===== config.mk =====
export PLATFORM = sky130hd
export DESIGN_NAME = jpeg_header_info_parser_core
export DESIGN_NICKNAME = d
export VERILOG_FILES = /design/src/rtl/jhip_pkg.sv /design/src/rtl/jpeg_header_info_parser_core.sv /design/src/rtl/jhip_ctrl.sv /design/src/rtl/jhip_dpath.sv
export SDC_FILE = /design/constraint.sdc
export NUM_CORES = 1
export LEC_CHECK = 0
export BUFFER_PORTS_ARGS = -buffer_cell sky130_fd_sc_hd__buf_2
export CORE_ASPECT_RATIO = 1.1
export CORE_MARGIN = 2
export CORE_UTILIZATION = 55
export DETAILED_ROUTE_END_ITERATION = 8
export PLACE_DENSITY_LB_ADDON = 0.1
export RECOVER_POWER = 50
export SETUP_SLACK_MARGIN = 0.3
export SYNTH_ARGS = -nofsm -noshare
export SYNTH_HDL_FRONTEND = slang
export SYNTH_HIERARCHICAL = 1
export SYNTH_SLANG_ARGS = --single-unit

===== constraint.sdc =====
create_clock -name clk -period 6.47 [get_ports clk]
set_clock_uncertainty 0.15 [all_clocks]
set_input_delay 1.6175 -clock clk [delete_from_list [all_inputs] [get_ports clk]]
set_output_delay 1.6175 -clock clk [all_outputs]
set_load 0.02 [all_outputs]

===== src/rtl/jhip_pkg.sv =====
// Shared types and constants for the JPEG header info parser.
`timescale 1ns / 1ps
`default_nettype none
package jhip_pkg;

  localparam int unsigned DIM_W    = 16;
  localparam int unsigned FMT_W    = 3;
  localparam int unsigned STAT_W   = 3;
  localparam int unsigned OUT_DW   = 40;

  localparam logic [DIM_W-1:0] MAX_DIM_RST = 16'd8192;

  localparam logic [7:0] BYTE_PREFIX = 8'hff;
  localparam logic [7:0] MK_SOF0     = 8'hc0;
  localparam logic [7:0] MK_SOF2     = 8'hc2;
  localparam logic [7:0] MK_SOI      = 8'hd8;
  localparam logic [7:0] MK_SOS      = 8'hda;
  localparam logic [7:0] MK_DRI      = 8'hdd;

  localparam logic [STAT_W-1:0] ST_SOS    = 3'd0;
  localparam logic [STAT_W-1:0] ST_NOMK   = 3'd1;
  localparam logic [STAT_W-1:0] ST_ENDED  = 3'd2;
  localparam logic [STAT_W-1:0] ST_PROG   = 3'd3;
  localparam logic [STAT_W-1:0] ST_WIDTH  = 3'd4;
  localparam logic [STAT_W-1:0] ST_HEIGHT = 3'd5;
  localparam logic [STAT_W-1:0] ST_COMP   = 3'd6;

  localparam logic [FMT_W-1:0] FMT_420  = 3'd0;
  localparam logic [FMT_W-1:0] FMT_422H = 3'd1;
  localparam logic [FMT_W-1:0] FMT_422V = 3'd2;
  localparam logic [FMT_W-1:0] FMT_444  = 3'd3;
  localparam logic [FMT_W-1:0] FMT_400  = 3'd4;

  typedef struct packed {
    logic              clear;
    logic              ld_skip_hi;
    logic              ld_skip_lo;
    logic              set_skip4;
    logic              dec_skip;
    logic              ld_hh;
    logic              ld_hl;
    logic              ld_wh;
    logic              ld_wl;
    logic              ld_nc;
    logic              ld_samp;
    logic              inc_idx;
    logic              finish;
    logic              clr_found;
    logic              emit;
    logic [STAT_W-1:0] status;
  } jhip_cmd_t;

  typedef struct packed {
    logic skip_len_zero;
    logic skip_dec_zero;
    logic width_over;
    logic height_over;
    logic comp_last;
  } jhip_stat_t;

endpackage
`default_nettype wire


===== src/rtl/jpeg_header_info_parser_core.sv =====
// Top level of the JPEG SOF0 header info parser.
`timescale 1ns / 1ps
`default_nettype none
// Parses a JPEG byte stream one byte per cycle unless intake stalls: each
// accepted byte moves the one-hot phase register by one step and updates the
// frame registers. The result of a parse is registered and shows on the output
// in the cycle after the byte that ends the parse or carries in_tlast. It sits
// in a single output register, and intake stalls in exactly the cycles where
// that register holds a result and out_tready is low. Bytes after the end of a
// parse are consumed without a result until in_tlast, which rearms the parser.
// max_dimension is written through cfg_wr_en/cfg_wr_data; the user must write
// it only while no file is in flight, as the block does not enforce this.
module jpeg_header_info_parser_core (
  input  wire logic        clk,
  input  wire logic        rst_n,
  input  wire logic        in_tvalid,
  output logic             in_tready,
  input  wire logic [7:0]  in_tdata,   // [7:0] data_byte
  input  wire logic        in_tlast,   // last_byte
  output logic             out_tvalid,
  input  wire logic        out_tready,
  output logic [39:0]      out_tdata,  // [15:0] frame_width, [31:16] frame_height,
                                       // [34:32] pixel_fmt, [39:35] zero
  output logic [3:0]       out_tuser,  // [0] frame_ok, [3:1] end_status
  input  wire logic        cfg_wr_en,
  input  wire logic [15:0] cfg_wr_data // max_dimension
);
  import jhip_pkg::*;

  jhip_cmd_t  cmd;
  jhip_stat_t stat;
  logic       in_rdy;
  logic       acc;

  assign in_tready = in_rdy;
  assign acc       = in_tvalid && in_rdy;

  jhip_ctrl u_ctrl (
    .clk       (clk),
    .rst_n     (rst_n),
    .acc       (acc),
    .data_byte (in_tdata),
    .last_byte (in_tlast),
    .stat      (stat),
    .cmd       (cmd)
  );

  jhip_dpath u_dpath (
    .clk         (clk),
    .rst_n       (rst_n),
    .data_byte   (in_tdata),
    .cmd         (cmd),
    .stat        (stat),
    .cfg_wr_en   (cfg_wr_en),
    .cfg_wr_data (cfg_wr_data),
    .out_tready  (out_tready),
    .out_tvalid  (out_tvalid),
    .out_tdata   (out_tdata),
    .out_tuser   (out_tuser),
    .in_rdy      (in_rdy)
  );

endmodule
`default_nettype wire


===== src/rtl/jhip_ctrl.sv =====
// Marker and segment phase controller of the JPEG header parser.
`timescale 1ns / 1ps
`default_nettype none
module jhip_ctrl (
  input  wire logic                clk,
  input  wire logic                rst_n,
  input  wire logic                acc,
  input  wire logic [7:0]          data_byte,
  input  wire logic                last_byte,
  input  wire jhip_pkg::jhip_stat_t stat,
  output jhip_pkg::jhip_cmd_t      cmd
);
  import jhip_pkg::*;

  typedef enum logic [16:0] {
    S_FF    = 17'h00001,
    S_MARK  = 17'h00002,
    S_LENH  = 17'h00004,
    S_LENL  = 17'h00008,
    S_SKIP  = 17'h00010,
    S_FLENH = 17'h00020,
    S_FLENL = 17'h00040,
    S_PREC  = 17'h00080,
    S_HH    = 17'h00100,
    S_HL    = 17'h00200,
    S_WH    = 17'h00400,
    S_WL    = 17'h00800,
    S_NC    = 17'h01000,
    S_CID   = 17'h02000,
    S_SAMP  = 17'h04000,
    S_TQ    = 17'h08000,
    S_DONE  = 17'h10000
  } state_t;

  state_t            state_r, state_nxt, adv_nxt;
  logic              term;
  logic [STAT_W-1:0] term_stat;

  always_comb begin
    cmd       = '0;
    adv_nxt   = state_r;
    term      = 1'b0;
    term_stat = ST_SOS;
    unique case (state_r)
      S_FF: begin
        if (data_byte != BYTE_PREFIX) begin
          term      = 1'b1;
          term_stat = ST_NOMK;
        end else begin
          adv_nxt = S_MARK;
        end
      end
      S_MARK: begin
        priority if (data_byte == MK_SOS) begin
          term      = 1'b1;
          term_stat = ST_SOS;
        end else if (data_byte == MK_SOI) begin
          adv_nxt = S_FF;
        end else if (data_byte == MK_DRI) begin
          cmd.set_skip4 = 1'b1;
          adv_nxt       = S_SKIP;
        end else if (data_byte == MK_SOF2) begin
          cmd.clr_found = 1'b1;
          term          = 1'b1;
          term_stat     = ST_PROG;
        end else if (data_byte == MK_SOF0) begin
          adv_nxt = S_FLENH;
        end else begin
          adv_nxt = S_LENH;
        end
      end
      S_LENH: begin
        cmd.ld_skip_hi = 1'b1;
        adv_nxt        = S_LENL;
      end
      S_LENL: begin
        cmd.ld_skip_lo = 1'b1;
        adv_nxt        = stat.skip_len_zero ? S_FF : S_SKIP;
      end
      S_SKIP: begin
        cmd.dec_skip = 1'b1;
        adv_nxt      = stat.skip_dec_zero ? S_FF : S_SKIP;
      end
      S_FLENH: adv_nxt = S_FLENL;
      S_FLENL: adv_nxt = S_PREC;
      S_PREC:  adv_nxt = S_HH;
      S_HH: begin
        cmd.ld_hh = 1'b1;
        adv_nxt   = S_HL;
      end
      S_HL: begin
        cmd.ld_hl = 1'b1;
        adv_nxt   = S_WH;
      end
      S_WH: begin
        cmd.ld_wh = 1'b1;
        adv_nxt   = S_WL;
      end
      S_WL: begin
        cmd.ld_wl = 1'b1;
        priority if (stat.width_over) begin
          cmd.clr_found = 1'b1;
          term          = 1'b1;
          term_stat     = ST_WIDTH;
        end else if (stat.height_over) begin
          cmd.clr_found = 1'b1;
          term          = 1'b1;
          term_stat     = ST_HEIGHT;
        end else begin
          adv_nxt = S_NC;
        end
      end
      S_NC: begin
        cmd.ld_nc = 1'b1;
        priority if (data_byte > 8'd3) begin
          cmd.clr_found = 1'b1;
          term          = 1'b1;
          term_stat     = ST_COMP;
        end else if (data_byte == 8'd0) begin
          cmd.finish = 1'b1;
          adv_nxt    = S_FF;
        end else begin
          adv_nxt = S_CID;
        end
      end
      S_CID: adv_nxt = S_SAMP;
      S_SAMP: begin
        cmd.ld_samp = 1'b1;
        adv_nxt     = S_TQ;
      end
      S_TQ: begin
        if (stat.comp_last) begin
          cmd.finish = 1'b1;
          adv_nxt    = S_FF;
        end else begin
          cmd.inc_idx = 1'b1;
          adv_nxt     = S_CID;
        end
      end
      S_DONE: adv_nxt = S_DONE;
      default: adv_nxt = S_FF;
    endcase

    if (term) begin
      adv_nxt = S_DONE;
    end
    cmd.status = term ? term_stat : ST_ENDED;
    cmd.emit   = (state_r != S_DONE) && (term || last_byte);
    cmd.clear  = last_byte;
    state_nxt  = last_byte ? S_FF : adv_nxt;

    if (!acc) begin
      cmd       = '0;
      state_nxt = state_r;
    end
  end

  always_ff @(posedge clk) begin
    if (!rst_n) begin
      state_r <= S_FF;
    end else begin
      state_r <= state_nxt;
    end
  end

endmodule
`default_nettype wire


===== src/rtl/jhip_dpath.sv =====
// Frame header registers, format decision and result register.
`timescale 1ns / 1ps
`default_nettype none
module jhip_dpath (
  input  wire logic                      clk,
  input  wire logic                      rst_n,
  input  wire logic [7:0]                data_byte,
  input  wire jhip_pkg::jhip_cmd_t       cmd,
  output jhip_pkg::jhip_stat_t           stat,
  input  wire logic                      cfg_wr_en,
  input  wire logic [jhip_pkg::DIM_W-1:0] cfg_wr_data,
  input  wire logic                      out_tready,
  output logic                           out_tvalid,
  output logic [jhip_pkg::OUT_DW-1:0]    out_tdata,
  output logic [jhip_pkg::STAT_W:0]      out_tuser,
  output logic                           in_rdy
);
  import jhip_pkg::*;

  logic [DIM_W-1:0]  maxd_r;
  logic [DIM_W-1:0]  skip_r, skip_nxt;
  logic [DIM_W-1:0]  hgt_r, hgt_nxt;
  logic [DIM_W-1:0]  wid_r, wid_nxt;
  logic [7:0]        cnt_r, cnt_nxt;
  logic [1:0]        idx_r, idx_nxt;
  logic [7:0]        sf0_r, sf0_nxt;
  logic [7:0]        sf1_r, sf1_nxt;
  logic              found_r, found_nxt;
  logic [FMT_W-1:0]  fmt_r, fmt_nxt;
  logic              ovld_r;
  logic              ofound_r;
  logic [DIM_W-1:0]  owid_r, ohgt_r;
  logic [FMT_W-1:0]  ofmt_r;
  logic [STAT_W-1:0] ostat_r;

  logic [DIM_W-1:0]  len_full;
  logic [7:0]        prod_l, prod_c;
  logic [10:0]       d1, d2, d3, d4, d5, pl;
  logic [FMT_W-1:0]  ratio_fmt;
  logic [3:0]        h0;

  assign len_full = {skip_r[15:8], data_byte};

  assign stat.skip_len_zero = (len_full == 16'd2);
  assign stat.skip_dec_zero = (skip_r == 16'd1);
  assign stat.width_over    = ({wid_r[15:8], data_byte} > maxd_r);
  assign stat.height_over   = (hgt_r > maxd_r);
  assign stat.comp_last     = ({6'd0, idx_r} + 8'd1 >= cnt_r);

  // luma to chroma block ratio, integer quotient tested by range compares
  assign h0     = sf0_r[3:0];
  assign prod_l = sf0_r[7:4] * sf0_r[3:0];
  assign prod_c = sf1_r[7:4] * sf1_r[3:0];
  assign pl     = {3'd0, prod_l};
  assign d1     = {3'd0, prod_c};
  assign d2     = d1 << 1;
  assign d3     = d2 + d1;
  assign d4     = d1 << 2;
  assign d5     = d4 + d1;

  always_comb begin
    ratio_fmt = FMT_420;
    if (d1 != 11'd0) begin
      priority if (pl >= d4 && pl < d5 && h0 == 4'd2) begin
        ratio_fmt = FMT_420;
      end else if (pl >= d2 && pl < d3 && h0 == 4'd1) begin
        ratio_fmt = FMT_422H;
      end else if (pl >= d2 && pl < d3 && h0 == 4'd2) begin
        ratio_fmt = FMT_422V;
      end else if (pl >= d1 && pl < d2 && h0 == 4'd1) begin
        ratio_fmt = FMT_444;
      end else begin
        ratio_fmt = FMT_420;
      end
    end
  end

  always_comb begin
    skip_nxt  = skip_r;
    hgt_nxt   = hgt_r;
    wid_nxt   = wid_r;
    cnt_nxt   = cnt_r;
    idx_nxt   = idx_r;
    sf0_nxt   = sf0_r;
    sf1_nxt   = sf1_r;
    found_nxt = found_r;
    fmt_nxt   = fmt_r;
    if (cmd.set_skip4)  skip_nxt = 16'd4;
    if (cmd.ld_skip_hi) skip_nxt = {data_byte, 8'd0};
    if (cmd.ld_skip_lo) skip_nxt = len_full - 16'd2;
    if (cmd.dec_skip)   skip_nxt = skip_r - 16'd1;
    if (cmd.ld_hh)      hgt_nxt  = {data_byte, 8'd0};
    if (cmd.ld_hl)      hgt_nxt  = {hgt_r[15:8], data_byte};
    if (cmd.ld_wh)      wid_nxt  = {data_byte, 8'd0};
    if (cmd.ld_wl)      wid_nxt  = {wid_r[15:8], data_byte};
    if (cmd.ld_nc) begin
      cnt_nxt = data_byte;
      idx_nxt = 2'd0;
    end
    if (cmd.ld_samp && idx_r == 2'd0) sf0_nxt = data_byte;
    if (cmd.ld_samp && idx_r == 2'd1) sf1_nxt = data_byte;
    if (cmd.inc_idx)    idx_nxt  = idx_r + 2'd1;
    if (cmd.clr_found)  found_nxt = 1'b0;
    if (cmd.finish) begin
      found_nxt = 1'b1;
      fmt_nxt   = (cnt_nxt == 8'd3) ? ratio_fmt : FMT_400;
    end
  end

  always_ff @(posedge clk) begin
    if (!rst_n || cmd.clear) begin
      skip_r  <= '0;
      hgt_r   <= '0;
      wid_r   <= '0;
      cnt_r   <= '0;
      idx_r   <= '0;
      sf0_r   <= '0;
      sf1_r   <= '0;
      found_r <= 1'b0;
      fmt_r   <= '0;
    end else begin
      skip_r  <= skip_nxt;
      hgt_r   <= hgt_nxt;
      wid_r   <= wid_nxt;
      cnt_r   <= cnt_nxt;
      idx_r   <= idx_nxt;
      sf0_r   <= sf0_nxt;
      sf1_r   <= sf1_nxt;
      found_r <= found_nxt;
      fmt_r   <= fmt_nxt;
    end
  end

  always_ff @(posedge clk) begin
    if (!rst_n) begin
      maxd_r <= MAX_DIM_RST;
    end else if (cfg_wr_en) begin
      maxd_r <= cfg_wr_data;
    end
  end

  always_ff @(posedge clk) begin
    if (!rst_n) begin
      ovld_r <= 1'b0;
    end else if (cmd.emit) begin
      ovld_r <= 1'b1;
    end else if (out_tready) begin
      ovld_r <= 1'b0;
    end
  end

  always_ff @(posedge clk) begin
    if (cmd.emit) begin
      ofound_r <= found_nxt;
      owid_r   <= found_nxt ? wid_nxt : '0;
      ohgt_r   <= found_nxt ? hgt_nxt : '0;
      ofmt_r   <= found_nxt ? fmt_nxt : '0;
      ostat_r  <= cmd.status;
    end
  end

  assign in_rdy     = !ovld_r || out_tready;
  assign out_tvalid = ovld_r;
  assign out_tdata  = {5'd0, ofmt_r, ohgt_r, owid_r};
  assign out_tuser  = {ostat_r, ofound_r};

endmodule
`default_nettype wire


---- After elaboration in Yosys (flattened, before gate mapping) ----
Index checks and enable logic that the tools add are counted.
operators by class
  multiply operators ...................... 2
  multiplexer cells ....................... 79
  reductions and logical operators ........ 24
  add/subtract/negate cells ............... 6
  magnitude comparators ................... 10
  eq/ne operators ......................... 36
operators with widths
  operator                count
  $pmux W17 S17           1
  $mux W17                10
  $mux W16                8
  $eq A8 B8 Y1 const B    5
  $mux W3                 13
  $gt A16 B16 Y1          2
  $mux W1                 32
  $mux W14                2
  $lt A8 B11 Y1           2
  $ne A4 B3 Y1 const B    5
  $mux W18                1
  $eq A17 B1 Y1 const B   1
  $eq A17 B10 Y1 const B  1
  $eq A17 B11 Y1 const B  1
  $eq A17 B12 Y1 const B  1
  $eq A17 B13 Y1 const B  1
  $eq A17 B14 Y1 const B  1
  $eq A17 B15 Y1 const B  1
  $eq A17 B16 Y1 const B  1
  $eq A17 B17 Y1 const B  1
  $eq A17 B2 Y1 const B   1
  $eq A17 B3 Y1 const B   1
  $eq A17 B4 Y1 const B   1
  $eq A17 B5 Y1 const B   1
  43 further kinds        63
storage, ports and cells
  word-level logic and storage cells ...... 175
  flip-flop bits (word level) ............. 151
  input bits .............................. 30

---- Depth between registers and ports, before layout ----
Gate-level depths: netlist of the first run.
  word-level depth ........................ 13
  depth in mapped cells ................... 21
  depth with buffers taken out ............ 21

---- Hierarchy ----
The synthesis of the first run kept the hierarchy.
modules (own cells, without submodules)
  module                        instances  cells each  area an instance (um^2)
  jhip_dpath                    1          976         8669.6
  jhip_ctrl                     1          186         1402.6
  jpeg_header_info_parser_core  1          1           6.3

---- Worst setup path before layout of the first run ----
No wires, ideal clock.
  kind .................................... input-to-reg
  from .................................... in in_tdata[0]
  to ...................................... reg u_dpath.ofmt_r[0] (enable)
  path buffers ............................ 1
  arrival ................................. 5.283 ns
  data required time ...................... 5.880 ns
  setup time .............................. 0.440 ns
  cell stages on the path ................. 15
  path slack .............................. 0.597 ns
  cells stage by stage .................... clkbuf_1 inv_1 ha_1 nor2b_1 o21a_1 o21a_1 o21a_1 o211ai_1 a21boi_0 o211ai_1 a21oi_1 o21ai_0 o32a_1 and3b_4 a221oi_2
RTL lines
  what                    line                                RTL
  start: declaration      jpeg_header_info_parser_core.sv:18  input wire logic [7:0] in_tdata,
  end signal: assignment  jhip_dpath.sv:157                   ofmt_r <= found_nxt ? fmt_nxt : '0;
  end: declaration        jhip_dpath.sv:33                    logic [FMT_W-1:0] ofmt_r;

==> flow_summary.toml, run 1 <==
[final_layout]
fill_cells = 1595
synthToLayoutAreaGrowth_pct = 10.3
diodes = 0
drive_gt1_frac = 0.0784
nNetsFinal = 1360
fin_cells = 1463
finalCoreUtilization = 0.624

[power]
p_per_area_nw_per_um2 = 199
vdd_drop_max_uv = 230
p_leak_nw = 4.61
power.share.combinational = 0.106
p_switching_w = 0.000621
seq_power_share = 0.462
switching_share = 0.280
internal_power_w = 0.00159
power_w = 0.00222
power_frac_clock = 0.433

[placement]
dpl.hpwl_mm = 18.1
place_congestion = 0.881
dp.cells = 1431
port-buffer-count = 70

[critical_path]
rrSetupSlack_ns = 0.87
cpMaxStageDelayCell = "clkbuf_1"
arrival_ns = 5.85
critical_path.most_common_cell = "nand2b_1"
endpoint_kind = "flip-flop"
cp_cell_sequence = "buf_2, nand2b_1, and2_0, inv_1, nor2_1, nand2b_1, clkbuf_1, a31oi_1, o21ai_0, a21oi_1"
max_stage_delay_ns = 1.41
critPathKind = "input pin to flip-flop"
cp-start-kind = "input pin"
cp_max_fo = 43
required_ns = 6.63

[global_routing]
grt_pass1_vias = 8245
grt.total_usage = 0.263
grt_max_degree = 44
grt_pass1_wl_mm = 41.3
overflow = 0
grt_antenna_before_repair = 0

[clocking]
cts.sinks = 151
tritoncts = "yes"
cts_made_buffers = 17
holdBufCountCts = 0
clk_pin_slew_ns = 0.07
clockBufferDepth = 2
insertion_delay_ns = 0.43
cts_htree_levels = 4
cts_root_buf = "clkbuf_16"

[yosys]
syn_inst = 1163
ys_ff_latch = 151
ys.flop_type = "dfxtp_1"
ys_types = 79
ys_seq_area_frac = 0.339
yosys_warnings = 6
avgSynthCellArea_um2 = 8.67
synth_area_um2 = 10100
synth_edf_count = 39
async_flop_share = 0

[timing]
max_slew.worst_pin.slew_ns = 1.83
slew_viol_final = 83
fin_crit_ns = 5.69
hold_viol = 0
finalSetupTns_ns = 0
finalSetupViolations = 0
max_freq_mhz = 176
relSlewSlack = -0.219
grt_setup_unrepaired = "no"
period_share = 0.880

[status]
status = "finished, violations left"
violations = "max-capacitance violations, max-slew violations"

[floorplan]
fp.dieW_um = 133
die_height_um = 146
core_um2 = 17800
row_count = 51
io_pins = 76
initial_core_util = 0.566
design.die.area_um2 = 19400

[routing]
vias_per_cell = 5.92
ant_nets = 0
vias = 8655
drc = 0
wire_per_inst_um = 17.2
routed_wl_mm = 25.2
dr.pass1.iters = 5
drtIter0Drc = 720

[worst_hold_path]
holdCritPathClass = "flip-flop to flip-flop"

[flow_run]
cap_violations = 2
layout make-up:
type                            count  area [µm²]  share of cell area
Sequential cell                   151        3410               0.307
Inverter                           71         267              0.0240
Timing Repair Buffer               81         377              0.0339
Clock inverter                     14         131              0.0118
Multi-Input combinational cell    890        6190               0.557
Clock buffer                       18         439              0.0395
Tap cell                          238         298              0.0268
cells by family after synthesis:
logic type | Yosys count | synth area share
fa+ha+maj | 124 | 0.160
buf+inv | 126 | 0.0510
flops | 151 | 0.339
compound gates | 235 | 0.153
xor+xnor | 35 | 0.0304
simple gates | 456 | 0.232
mux | 35 | 0.0348
other cells | 1 | 0.000372
final timing paths:
| check | from | endpoint | cells after the start |
|---|---|---|---|
| worst max register to register | u_dpath/sf1_r[3]$_SDFFE_PP0P_ | u_dpath/ofmt_r[1]$_SDFFCE_PN0P_ | 20 |
| worst min-delay path | u_dpath/skip_r[4]$_SDFFE_PP0P_ | u_dpath/skip_r[4]$_SDFFE_PP0P_ | 2 |
| worst min register to register | u_dpath/skip_r[4]$_SDFFE_PP0P_ | u_dpath/skip_r[4]$_SDFFE_PP0P_ | 2 |
| worst max-delay path | out_tready | u_dpath/skip_r[2]$_SDFFE_PP0P_ | 10 |
critical path: cells and delay by family:
kind / cells / cell delay (ns)
AO/OA/AOI/OAI: 3 / 0.28
buffers and inverters: 3 / 1.82
AND/OR/NAND/NOR: 4 / 2.11
stage by stage:
step                hold WS, ns  instance area, µm²  worst slack (ns)
detailed placement        0.330               10600             0.791
global placement          0.324               10600             0.904
floorplan                 0.302               10100             0.597
CTS                       0.339               11200             0.739
global route              0.352               11100             0.345
finish                    0.344               11100             0.778
per-layer routing:
| layer | up-vias | track usage | wire [µm] |
|---|---|---|---|
| li1 | 4241 | - | - |
| met5 | - | 0 | 0 |
| met3 | 30 | 0.0515 | 1230 |
| met4 | 0 | 0.0801 | 424 |
| met1 | 4157 | 0.355 | 11700 |
| met2 | 227 | 0.425 | 11800 |
cell usage after synthesis, types with 16 or more instances:
library cell / n / area share
clkbuf_1: 40 / 0.015
a21o_1: 20 / 0.015
nor2_1: 148 / 0.055
nand2_1: 89 / 0.033
dfxtp_1: 112 / 0.22
a21oi_1: 74 / 0.037
xor2_1: 17 / 0.015
nand3_1: 29 / 0.014
xnor2_1: 18 / 0.016
a22oi_1: 17 / 0.013
edfxtp_1: 39 / 0.12
o21ai_0: 42 / 0.021
nand2b_1: 17 / 0.011
inv_1: 71 / 0.026
ha_1: 108 / 0.13
nor2b_1: 31 / 0.019
and2_1: 29 / 0.018
nor3_1: 20 / 0.0099
mux2i_1: 35 / 0.035
nor4_1: 16 / 0.0099
layout by cell type (no fill, tap or decap), types with 7 or more instances in the layout:
master	synthesis	layout
buf_2	3	28
nand2b_1	17	17
xor2_1	17	17
buf_4	6	10
inv_1	71	71
a21o_1	20	20
and2_1	29	28
and3_1	8	8
edfxtp_1	39	39
a221oi_1	7	7
nand3_1	29	29
fa_1	10	9
nor3_1	20	20
ha_1	108	108
xnor2_1	18	18
clkbuf_1	40	43
a21oi_1	74	73
o211ai_1	9	9
a22oi_1	17	17
or4_1	7	7
nand4_1	15	15
o21ai_0	42	42
dfxtp_1	112	112
clkbuf_16	0	17
nor4_1	16	16
or3_1	8	8
nor2b_1	31	31
nand2_1	89	89
nor2_1	148	148
a31oi_1	9	9
mux2i_1	35	35
registers in the layout (all words and copies together), names as in the netlist, 2 cells and up:
signal / flops
u_dpath/skip_r: 16
u_dpath/maxd_r: 16
u_dpath/sf0_r: 8
u_dpath/owid_r: 16
u_dpath/cnt_r: 8
u_dpath/idx_r: 2
u_dpath/fmt_r: 3
u_dpath/sf1_r: 8
u_ctrl/state_r: 17
u_dpath/ostat_r: 3
u_dpath/hgt_r: 16
u_dpath/ohgt_r: 16
u_dpath/ofmt_r: 3
u_dpath/wid_r: 16
power groups by stage:
stage                     clock network, W  logic, W  registers (W)
after floorplan                          0  0.000128        0.00107
after global placement                   0  0.000239        0.00104
after detailed placement                 0  0.000241        0.00104
after CTS                         0.000971  0.000242        0.00102
after global routing               0.00102  0.000253        0.00103
final                             0.000958  0.000235        0.00102
repair_timing:
item,4_1_cts,5_1_grt
resized for setup,0,1
setup endpoints to repair,0,1
setup buffers,0,0
Power figures use the tool's default switching activity.
==> inputs of run 2 (changes only) <==
--- a/config.mk
+++ b/config.mk
@@ -10,7 +10,7 @@
 export CORE_MARGIN = 2
 export CORE_UTILIZATION = 55
 export DETAILED_ROUTE_END_ITERATION = 8
-export PLACE_DENSITY_LB_ADDON = 0.1
+export PLACE_DENSITY = 0.74
 export RECOVER_POWER = 50
 export SETUP_SLACK_MARGIN = 0.3
 export SYNTH_ARGS = -nofsm -noshare
==> run 2 against run 1 <==
Against the previous run: the run now ends clean; power increased by 1.2%; via count rose by 0.70%; first-iteration DRC count grew 13%.
==> flow_summary.toml, run 2 (same netlist as run 1, synthesis figures left out) <==
[status]
status = "finished clean"

[critical_path]
endpoint_kind = "flip-flop"
cp_cell_sequence = "nand2_1, fa_1, inv_1, fa_1, inv_1, fa_1, inv_1, ha_1, a21o_1, a21oi_1, xnor2_1, xnor2_1, ha_1, a2111oi_0, a21oi_1, o21ai_0, nand3b_1, a41o_2, o211ai_1, o311ai_0"
r2r-end = "u_dpath/ofmt_r[1]$_SDFFCE_PN0P_"
rrSetupSlack_ns = 0.80
cp_max_fo = 10
cpMaxStageDelayCell = "fa_1"
r2r_start = "u_dpath/sf1_r[4]$_SDFFE_PP0P_"
max_stage_delay_ns = 0.77
critPathKind = "flip-flop to flip-flop"
r2r_cells = 20
crit_family = "adder cells"
path_buf_inv = 3
required_ns = 6.44
cp-start-kind = "flip-flop"
arrival_ns = 5.64

[final_layout]
layout_common_cells = "nor2_1 (148), dfxtp_1 (112), ha_1 (108)"
layout_commonest_cell = "nor2_1"
nNetsFinal = 1361
ff_latch_area_um2 = 3410
multi_input_area_um2 = 6190
finalCoreUtilization = 0.626
synthToLayoutAreaGrowth_pct = 10.6
fill_cells = 1575
largest_register_ffs = 17
finalInstanceArea_um2 = 11100
diodes = 0
drive_gt1_frac = 0.0783
max_flop_register = "u_ctrl/state_r"

[floorplan]
core_um2 = 17800
fp.dieW_um = 133
io_pins = 76
design.die.area_um2 = 19400
row_count = 51
die_height_um = 146
initial_core_util = 0.566

[timing]
finalSetupTns_ns = 0
max_freq_mhz = 177
slew_viol_final = 0
period_share = 0.876
fin_crit_ns = 5.67
grt_setup_unrepaired = "no"
max_slew.worst_pin.slew_ns = 1.48
finalSetupViolations = 0
hold_viol = 0
relSlewSlack = 0.0156

[global_routing]
grt_antenna_before_repair = 0
grt.total_usage = 0.259
grt_pass1_wl_mm = 41.0
grt_max_degree = 68
overflow = 0
grt_pass1_vias = 8299

[worst_hold_path]
holdCritPathClass = "flip-flop to flip-flop"
whs_path_depth = 2
min_from = "u_dpath/skip_r[4]$_SDFFE_PP0P_"
min_to = "u_dpath/skip_r[4]$_SDFFE_PP0P_"

[routing]
vias = 8716
routed_wl_mm = 25.2
dr.pass1.iters = 5
wire_per_inst_um = 17.2
ant_nets = 0
drc = 0
vias_per_cell = 5.95
drtIter0Drc = 814

[power]
p_switching_w = 0.000618
p_per_area_nw_per_um2 = 201
p_leak_nw = 4.62
switching_share = 0.276
internal_power_w = 0.00163
vdd_drop_max_uv = 198
power_frac_clock = 0.437
power.share.combinational = 0.106
seq_power_share = 0.457

[placement]
dpl_cell_area_um2 = 10600
dpl.hpwl_mm = 18.1
place_congestion = 0.935
port-buffer-count = 70

[flow_run]
cap_violations = 0

[clocking]
post_cts_buffers = 0
cts.sinks = 151
post_cts_resized = 0
tritoncts = "yes"
cts_htree_levels = 4
holdBufCountCts = 0
insertion_delay_ns = 0.43
cts_made_buffers = 17
clockBufferDepth = 2
clk_pin_slew_ns = 0.06
cts_root_buf = "clkbuf_16"
run 2: cell count changes in the layout (fill, tap and decap cells not counted), sizes merged:
| cell | delta |
|---|---|
| clkinvlp | -1 |
| clkinv | +2 |
| inv | -1 |
| bufinv | +1 |
run 2: power groups by stage:
| stage | Combinational (W) | Clock (W) | Sequential (W) |
|---|---|---|---|
| after floorplan | 0.000128 | 0 | 0.00107 |
| after global placement | 0.000240 | 0 | 0.00104 |
| after detailed placement | 0.000243 | 0 | 0.00104 |
| after CTS | 0.000245 | 0.000995 | 0.00102 |
| after global routing | 0.000257 | 0.00103 | 0.00103 |
| final | 0.000238 | 0.000981 | 0.00102 |
run 2: per-layer routing:
| layer | vias up | share of wire | track usage |
|---|---|---|---|
| met1 | 4174 | 0.44 | 0.341 |
| li1 | 4238 | - | - |
| met5 | - | 0 | 0 |
| met2 | 269 | 0.48 | 0.437 |
| met3 | 35 | 0.055 | 0.0481 |
| met4 | 0 | 0.020 | 0.0731 |
run 2: through the flow:
step	cells	hold slack, ns	setup slack, ns	total power (W)
2_1_floorplan	1167	0.302	0.597	0.00120
3_5_place_dp	1432	0.328	0.869	0.00129
5_1_grt	1464	0.361	0.537	0.00232
3_3_place_gp	1432	0.321	1.01	0.00128
6_report	1464	0.337	0.805	0.00224
4_1_cts	1464	0.337	0.863	0.00226
run 2: final cells by class:
| cell class | instances | area share |
|---|---|---|
| clock buffer | 17 | 0.0382 |
| clock inverter | 15 | 0.0144 |
| inverter | 71 | 0.0239 |
| multi-input combinational | 890 | 0.555 |
| sequential | 151 | 0.306 |
| tap | 238 | 0.0267 |
| timing repair buffer | 82 | 0.0356 |
run 2: worst min-delay path: stages, from the launching register on:
cell and delay, ns:
dfxtp_1 0.33, nand2_1 0.06, a21oi_1 0.05
run 2: worst max-delay path by stage:
stage	cells past startpoint	endpoint	slack, ns	from
3_3_place_gp	20	u_dpath/ofmt_r[1]$_SDFFCE_PN0P_	1.01	u_dpath/sf1_r[4]$_SDFFE_PP0P_
5_1_grt	20	u_dpath/ofmt_r[1]$_SDFFCE_PN0P_	0.54	u_dpath/sf1_r[4]$_SDFFE_PP0P_
4_1_cts	20	u_dpath/ofmt_r[1]$_SDFFCE_PN0P_	0.86	u_dpath/sf1_r[4]$_SDFFE_PP0P_
3_5_place_dp	20	u_dpath/ofmt_r[1]$_SDFFCE_PN0P_	0.87	u_dpath/sf1_r[4]$_SDFFE_PP0P_
6_report	20	u_dpath/ofmt_r[1]$_SDFFCE_PN0P_	0.80	u_dpath/sf1_r[4]$_SDFFE_PP0P_
2_1_floorplan	15	u_dpath/ofmt_r[0]$_SDFFCE_PN0P_	0.60	in_tdata[0]
